[config.mk]
export PLATFORM = sky130hd
export DESIGN_NAME = icc_profile_structure_check_unit
export DESIGN_NICKNAME = d
export VERILOG_FILES = /design/src/rtl/icc_psc_pkg.sv /design/src/rtl/icc_psc_core.sv /design/src/rtl/icc_psc_out_reg.sv /design/src/rtl/icc_profile_structure_check_unit.sv
export SDC_FILE = /design/constraint.sdc
export NUM_CORES = 1
export LEC_CHECK = 0
export BUFFER_PORTS_ARGS = -buffer_cell sky130_fd_sc_hd__buf_4
export CAP_MARGIN = 20
export CORE_MARGIN = 2
export CORE_UTILIZATION = 54
export CTS_BUF_LIST = sky130_fd_sc_hd__clkbuf_8
export DETAILED_ROUTE_END_ITERATION = 8
export GPL_TIMING_DRIVEN = 0
export PLACE_DENSITY = 0.7
export SLEW_MARGIN = 15
export SYNTH_ARGS = -nofsm -noshare
export SYNTH_HDL_FRONTEND = slang
export SYNTH_HIERARCHICAL = 1
export SYNTH_SLANG_ARGS = --single-unit
export TNS_END_PERCENT = 100
[constraint.sdc]
create_clock -name clk_i -period 6.3 [get_ports clk_i]
set_input_delay 0.63 -clock clk_i [delete_from_list [all_inputs] [get_ports clk_i]]
set_output_delay 0.63 -clock clk_i [all_outputs]
set_load 0.05 [all_outputs]
[src/rtl/icc_psc_pkg.sv]
// Shared types and constants of the ICC profile structure checker.
// No dependencies.
package icc_psc_pkg;

  localparam int unsigned MaxTagsDefault = 4096;

  // Header layout (byte positions in the profile)
  localparam logic [31:0] SizeEndPos   = 32'd3;
  localparam logic [31:0] RgbFirstPos  = 32'd16;
  localparam logic [31:0] RgbLastPos   = 32'd19;
  localparam logic [31:0] AcspFirstPos = 32'd36;
  localparam logic [31:0] AcspLastPos  = 32'd39;
  localparam logic [31:0] CountEndPos  = 32'd131;
  localparam logic [31:0] TagTablePos  = 32'd132;
  localparam logic [31:0] PosMax       = 32'hFFFF_FFFF;

  // Tag entry: 12 bytes, offset ends at byte 7, length at byte 11
  localparam int unsigned TagEntryBytes = 12;
  localparam logic [3:0]  PhaseOffsEnd  = 4'd7;
  localparam logic [3:0]  PhaseEntryEnd = 4'd11;

  localparam logic [31:0] SigRgb  = 32'h5247_4220; // "RGB "
  localparam logic [31:0] SigAcsp = 32'h6163_7370; // "acsp"

  typedef struct packed {
    logic       last;
    logic [7:0] data;
  } item_t;

  // Byte i (0 = first in file order) of a big-endian signature
  function automatic logic [7:0] sig_byte(logic [31:0] sig, logic [1:0] i);
    logic [7:0] b;
    case (i)
      2'd0:    b = sig[31:24];
      2'd1:    b = sig[23:16];
      2'd2:    b = sig[15:8];
      default: b = sig[7:0];
    endcase
    return b;
  endfunction

endpackage

[src/rtl/icc_psc_core.sv]
// Per-profile state and structure checks, one byte per fired item.
// Depends on icc_psc_pkg.
module icc_psc_core import icc_psc_pkg::*; #(
  parameter int unsigned MaxTags = MaxTagsDefault
) (
  input  logic  clk_i,
  input  logic  rst_ni,
  input  logic  fire_i,
  input  item_t item_i,
  input  logic  cfg_we_i,
  input  logic  cfg_wdata_i,
  output logic  verdict_o
);

  localparam int unsigned TW = $clog2(MaxTags + 1);
  localparam int unsigned NW = TW + 5;

  logic          req_rgb_q;
  logic [31:0]   pos_q, pos_d;
  logic [31:0]   word_q, word_d;
  logic [31:0]   word_in;
  logic [31:0]   decl_q, decl_d;
  logic [TW-1:0] tags_q, tags_d;
  logic [TW-1:0] idx_q, idx_d;
  logic [3:0]    phase_q, phase_d;
  logic [31:0]   offs_q, offs_d;
  logic          fail_q, fail_d;
  logic          rgb_mis_q, rgb_mis_d;
  logic [NW-1:0] table_end;

  // word including the current byte, before any end-of-profile clearing
  assign word_in   = {word_q[23:0], item_i.data};
  assign table_end = NW'(TagTablePos) + NW'(word_in[TW-1:0]) * NW'(TagEntryBytes);

  always_comb begin
    word_d    = word_in;
    pos_d     = pos_q;
    decl_d    = decl_q;
    tags_d    = tags_q;
    idx_d     = idx_q;
    phase_d   = phase_q;
    offs_d    = offs_q;
    fail_d    = fail_q;
    rgb_mis_d = rgb_mis_q;
    verdict_o = 1'b0;

    if (pos_q == SizeEndPos) begin
      decl_d = word_in;
    end

    if (pos_q >= RgbFirstPos && pos_q <= RgbLastPos) begin
      if (item_i.data != sig_byte(SigRgb, pos_q[1:0])) begin
        rgb_mis_d = 1'b1;
      end
      if (pos_q == RgbLastPos && req_rgb_q && rgb_mis_d) begin
        fail_d = 1'b1;
      end
    end

    if (pos_q >= AcspFirstPos && pos_q <= AcspLastPos &&
        item_i.data != sig_byte(SigAcsp, pos_q[1:0])) begin
      fail_d = 1'b1;
    end

    if (pos_q == CountEndPos) begin
      idx_d   = '0;
      phase_d = '0;
      if (word_in > 32'(MaxTags)) begin
        fail_d = 1'b1;
        tags_d = '0;
      end else begin
        tags_d = word_in[TW-1:0];
        if ({{(33-NW){1'b0}}, table_end} > {1'b0, decl_q}) begin
          fail_d = 1'b1;
        end
      end
    end

    // tag entries: phase counts bytes within the current 12-byte entry
    if (pos_q >= TagTablePos && idx_q < tags_q) begin
      if (phase_q == PhaseOffsEnd) begin
        offs_d = word_in;
        if (word_in > decl_q) fail_d = 1'b1;
      end
      if (phase_q == PhaseEntryEnd) begin
        if (offs_q > decl_q || word_in > decl_q - offs_q) fail_d = 1'b1;
        phase_d = '0;
        idx_d   = idx_q + TW'(1);
      end else begin
        phase_d = phase_q + 4'd1;
      end
    end

    if (item_i.last) begin
      verdict_o = !fail_d && pos_q >= CountEndPos &&
                  ({1'b0, pos_q} + 33'd1 == {1'b0, decl_q});
      pos_d     = '0;
      word_d    = '0;
      decl_d    = '0;
      tags_d    = '0;
      idx_d     = '0;
      phase_d   = '0;
      offs_d    = '0;
      fail_d    = 1'b0;
      rgb_mis_d = 1'b0;
    end else if (pos_q == PosMax) begin
      fail_d = 1'b1;
    end else begin
      pos_d = pos_q + 32'd1;
    end
  end

  always_ff @(posedge clk_i or negedge rst_ni) begin
    if (!rst_ni) begin
      req_rgb_q <= 1'b1;
    end else if (cfg_we_i) begin
      req_rgb_q <= cfg_wdata_i;
    end
  end

  always_ff @(posedge clk_i or negedge rst_ni) begin
    if (!rst_ni) begin
      pos_q     <= '0;
      word_q    <= '0;
      decl_q    <= '0;
      tags_q    <= '0;
      idx_q     <= '0;
      phase_q   <= '0;
      offs_q    <= '0;
      fail_q    <= 1'b0;
      rgb_mis_q <= 1'b0;
    end else if (fire_i) begin
      pos_q     <= pos_d;
      word_q    <= word_d;
      decl_q    <= decl_d;
      tags_q    <= tags_d;
      idx_q     <= idx_d;
      phase_q   <= phase_d;
      offs_q    <= offs_d;
      fail_q    <= fail_d;
      rgb_mis_q <= rgb_mis_d;
    end
  end

endmodule

[src/rtl/icc_psc_out_reg.sv]
// Result register on the master side; frees itself when the item is taken.
// Depends on icc_psc_pkg only for house consistency of imports.
module icc_psc_out_reg import icc_psc_pkg::*; (
  input  logic clk_i,
  input  logic rst_ni,
  input  logic load_i,
  input  logic verdict_i,
  input  logic tready_i,
  output logic tvalid_o,
  output logic verdict_o,
  output logic free_o
);

  logic valid_q, valid_d;
  logic verdict_q;

  assign free_o    = !valid_q || tready_i;
  assign tvalid_o  = valid_q;
  assign verdict_o = verdict_q;

  always_comb begin
    valid_d = valid_q;
    if (load_i) begin
      valid_d = 1'b1;
    end else if (tready_i) begin
      valid_d = 1'b0;
    end
  end

  always_ff @(posedge clk_i or negedge rst_ni) begin
    if (!rst_ni) begin
      valid_q <= 1'b0;
    end else begin
      valid_q <= valid_d;
    end
  end

  always_ff @(posedge clk_i) begin
    if (load_i) begin
      verdict_q <= verdict_i;
    end
  end

endmodule

[src/rtl/icc_profile_structure_check_unit.sv]
// ICC profile structure checker: one profile byte per item, verdict on tlast.
// Throughput: one byte per cycle; only a verdict waiting at a stalled master
// side holds up the next last byte. The verdict reaches the master side through
// the input register, the checks and the result register.
// Reset (async, active low) clears all profile state; require_rgb resets to 1.
module icc_profile_structure_check_unit import icc_psc_pkg::*; #(
  parameter int unsigned MaxTags = MaxTagsDefault
) (
  input  logic       clk_i,
  input  logic       rst_ni,
  input  logic       s_axis_tvalid,
  output logic       s_axis_tready,
  input  logic [7:0] s_axis_tdata,  // [7:0] profile_byte
  input  logic       s_axis_tlast,  // last_byte
  output logic       m_axis_tvalid,
  input  logic       m_axis_tready,
  output logic [7:0] m_axis_tdata,  // [0] profile_valid, [7:1] zero
  input  logic       cfg_we_i,
  input  logic       cfg_wdata_i    // require_rgb
);

  logic  in_valid_q;
  item_t in_item_q;
  logic  advance;
  logic  out_free;
  logic  verdict;
  logic  out_verdict;

  assign advance       = in_valid_q && (!in_item_q.last || out_free);
  assign s_axis_tready = !in_valid_q || advance;

  always_ff @(posedge clk_i or negedge rst_ni) begin
    if (!rst_ni) begin
      in_valid_q <= 1'b0;
    end else if (s_axis_tready) begin
      in_valid_q <= s_axis_tvalid;
    end
  end

  always_ff @(posedge clk_i) begin
    if (s_axis_tready && s_axis_tvalid) begin
      in_item_q <= '{last: s_axis_tlast, data: s_axis_tdata};
    end
  end

  icc_psc_core #(
    .MaxTags(MaxTags)
  ) u_core (
    .clk_i,
    .rst_ni,
    .fire_i     (advance),
    .item_i     (in_item_q),
    .cfg_we_i,
    .cfg_wdata_i,
    .verdict_o  (verdict)
  );

  icc_psc_out_reg u_out (
    .clk_i,
    .rst_ni,
    .load_i    (advance && in_item_q.last),
    .verdict_i (verdict),
    .tready_i  (m_axis_tready),
    .tvalid_o  (m_axis_tvalid),
    .verdict_o (out_verdict),
    .free_o    (out_free)
  );

  assign m_axis_tdata = {7'b0, out_verdict};

endmodule

==> flow_summary.toml <==
[run_status]
status = "completed"

[setup_path]
crit_chain = "clkbuf_1 > inv_1 > ha_1 > and4_1 > nor4_1 > o31ai_1 > o21ai_1 > xor2_1 > and3b_1 > o211a_1 > ha_1 > nor2_1 > nor3_1 > nand4_1 > a311oi_1 > a211oi_1 > o211ai_1 > a2111oi_4"
crit_arrival_ps = 6310
cp-end-kind = "register"
critPathKind = "register to register"
slowest_stage = "edfxtp_1"
crit_top_cell = "ha_1"
worst-endpoint-required_ps = 6520
cp_top_family = "compound AO/OA/AOI/OAI gates"
critPathBufInv = 2
worstPathMaxFanout = 7
critPathLaunchType = "register"
critPathMaxStageDelay_ps = 610

[yosys]
yosysWarnings = 6
ys_ff_latch = 165
yosysMostFrequentCell = "dfrtp_1"
yosysTopAreaCell = "dfrtp_1"
synth_cell_types = 87
synth.yosys.seq_area_share_pct = 30.7
ys.flop_type = "dfrtp_1"
synth_cells = 1551
synth_common_cells = "dfrtp_1 (154), ha_1 (151), inv_1 (111)"
avgSynthCellArea_sq_um = 8.79
synth_edf_count = 10
synthTopCellsByArea = "dfrtp_1 (28%), ha_1 (14%), xnor2_1 (3.3%)"
syn-cell-area_sq_um = 13600
async_reset_ff_share_pct = 93.9
synth.top_cell.area_share_pct = 28.3

[floorplan]
initial_core_util_pct = 54.6
num_rows = 58
coreArea_sq_um = 25000
die_w_um = 163
die_y_um = 163
io_pins = 25
fp.dieArea_sq_um = 26500

[job]
maxCapViolations = 0

[pwr]
power_density_nw_per_um2 = 357
power_mw = 5.22
power_leakage_nw = 6.52
ir_worst_vdd_mv = 0.191

[global_routing]
antenna_found_initial = 1
grt_use_total_pct = 32.6
grt_pass1_wl_mm = 66.7
grt_max_degree = 83
grt_pass1_vias = 11900
grt.overflow.total = 0

[final_layout]
regArea_sq_um = 4180
nets = 1763
drive_gt1_share_pct = 7.28
multi_input_area_sq_um = 8670
synthToLayoutAreaGrowth_pct = 7.33
fin_cells = 1938
fill_cells = 2296
n_antenna_cell = 0

[clock_network]
path_clk_slew_ps = 110
clockBufferDepth = 2
cts_tree = "done"
ctsHoldBuffers = 0
cts-htree-levels = 4
cts_inserted_buffers = 17
root_buffer = "clkbuf_8"
numClockSinks = 165
clkLatencyLatePin_ps = 470

[routing]
vias = 12700
drt_iter0_markers = 1282
post-route-drc-count = 0
firstDrtPassIters = 6
routed_wl_mm = 42.3
drtAntennaViolNets = 0
vias_per_cell = 6.53
wl_per_cell_um = 21.8

[sta]
fmaxAchievable_ghz = 0.164
skew_ps = 19.6
setup_viol = 0
min_period_ps = 6090
relSlewSlack_pct = 28.6
worstMarginPinSlew_ps = 1070
finalMaxSlewViolations = 0
period_share_pct = 96.6
fin_ws_ps = 213
hold_viol_final = 0

[place]
dp_cells = 1905
post-place-ws_ps = 138
portBuffers = 17
hpwl_mm = 31.4
gp_congestion = 0.933

[min_path]
hold_path.class = "input pin to async pin"
[per-stage QoR]
step | area, sq um | setup TNS (ps) | utilization, % | hold slack, ps
global placement | 14200 | 0 | 56.9 | 463
detailed placement | 14200 | 0 | 57.0 | 470
finish | 14600 | 0 | 58.6 | 107
global route | 14600 | -4.80 | 58.6 | 155
floorplan | 13700 | 0 | - | 334
CTS | 14600 | 0 | 58.5 | 133
[state kept, by name, indices dropped and copies added (netlist names), 4 cells and up]
signal	cells
in_item_q	9
u_core/decl_q	32
u_core/idx_q	13
u_core/offs_q	32
u_core/phase_q	4
u_core/pos_q	32
u_core/tags_q	13
u_core/word_q	24
[cell type report]
type | instances | area share, %
clock inverter | 15 | 0.984
timing repair buffer | 19 | 1.15
clock buffer | 17 | 1.60
inverter | 112 | 2.87
buffer | 90 | 2.73
multi-input combinational | 1190 | 59.3
sequential | 165 | 28.6
tap | 330 | 2.82
[kinds of logic after synthesis]
group                      Yosys count  synth area share (%)
AOI/OAI and AO/OA                  503                  25.4
and+or+nand+nor                    424                  17.0
buffers and inverters              202                  6.01
DFF                                165                  30.7
adders and majority gates          153                  14.2
xor gates and xnor gates            93                  5.98
muxes                               10                 0.753
other                                1                0.0275
[per-layer routing]
metal / global-route usage [%] / wire [um] / share of wire, % / up-vias
met5: 0 / 0 / 0 / -
met4: 12.7 / 1660 / 3.9 / 0
met3: 4.74 / 3300 / 7.8 / 100
met2: 52.6 / 19500 / 46 / 560
met1: 44.3 / 17800 / 42 / 6097
li1: - / - / - / 5899
[worst register-to-register path, cell delays in order, from the launching register on]
cell and delay, ps:
edfxtp_1 610, clkbuf_1 530, inv_1 130, ha_1 430, and4_1 260, nor4_1 370
o31ai_1 150, o21ai_1 390, xor2_1 290, and3b_1 230, o211a_1 190, ha_1 250
nor2_1 300, nor3_1 80, nand4_1 220, a311oi_1 90, a211oi_1 510, o211ai_1 300
a2111oi_4 530
[power breakdown]
part / total (mW) / internal [mW] / switching, mW
Combinational: 2.96 / 1.29 / 1.67
Sequential: 1.48 / 1.21 / 0.270
Clock: 0.787 / 0.324 / 0.463
[cell usage in the layout, fill, tap and decap left out, types with 7 or more instances in the layout]
| cell type | n |
|---|---|
| nor2b_1 | 31 |
| and3_1 | 27 |
| a22oi_1 | 57 |
| o22ai_1 | 56 |
| mux2i_1 | 8 |
| o21ai_0 | 81 |
| a2bb2oi_1 | 9 |
| a22o_1 | 16 |
| a211oi_1 | 8 |
| a31o_2 | 12 |
| buf_2 | 16 |
| conb_1 | 7 |
| a21oi_1 | 76 |
| o21a_1 | 7 |
| o31ai_1 | 41 |
| o2bb2ai_1 | 21 |
| nor4_1 | 22 |
| dfrtp_1 | 154 |
| a21o_1 | 38 |
| ha_1 | 151 |
| buf_4 | 27 |
| nand2_1 | 87 |
| xnor2_1 | 52 |
| inv_1 | 112 |
| nand2b_1 | 20 |
| nor3_1 | 21 |
| clkbuf_1 | 60 |
| or3_1 | 7 |
| edfxtp_1 | 10 |
| xor2_1 | 41 |
| clkbuf_8 | 17 |
| and4_1 | 11 |
| nor2_1 | 62 |
| and2_1 | 14 |
| a31oi_1 | 9 |
| nand3_1 | 48 |
| nand4_1 | 38 |
[worst paths after layout]
check	slack, ps	to	startpoint	cells past startpoint
max	210	u_out/verdict_o	in_item_q[4]	18
min	110	in_valid_q	rst_ni	1
max reg2reg	210	u_out/verdict_o	in_item_q[4]	18
min reg2reg	480	u_core/offs_q[28]	u_core/offs_q[28]	2
max in group asynchronous	5340	u_core/word_q[15]	rst_ni	2
min in group clk_i	320	in_item_q[1]	s_axis_tdata[1]	1
[what timing repair did]
action | CTS | global route
buffers inserted | 0 | 0
endpoints found under the hold margin | 0 | 0
gates resized for setup | 0 | 3
setup endpoints to repair | 0 | 1
Note: power is estimated with default switching activity, not from simulation.
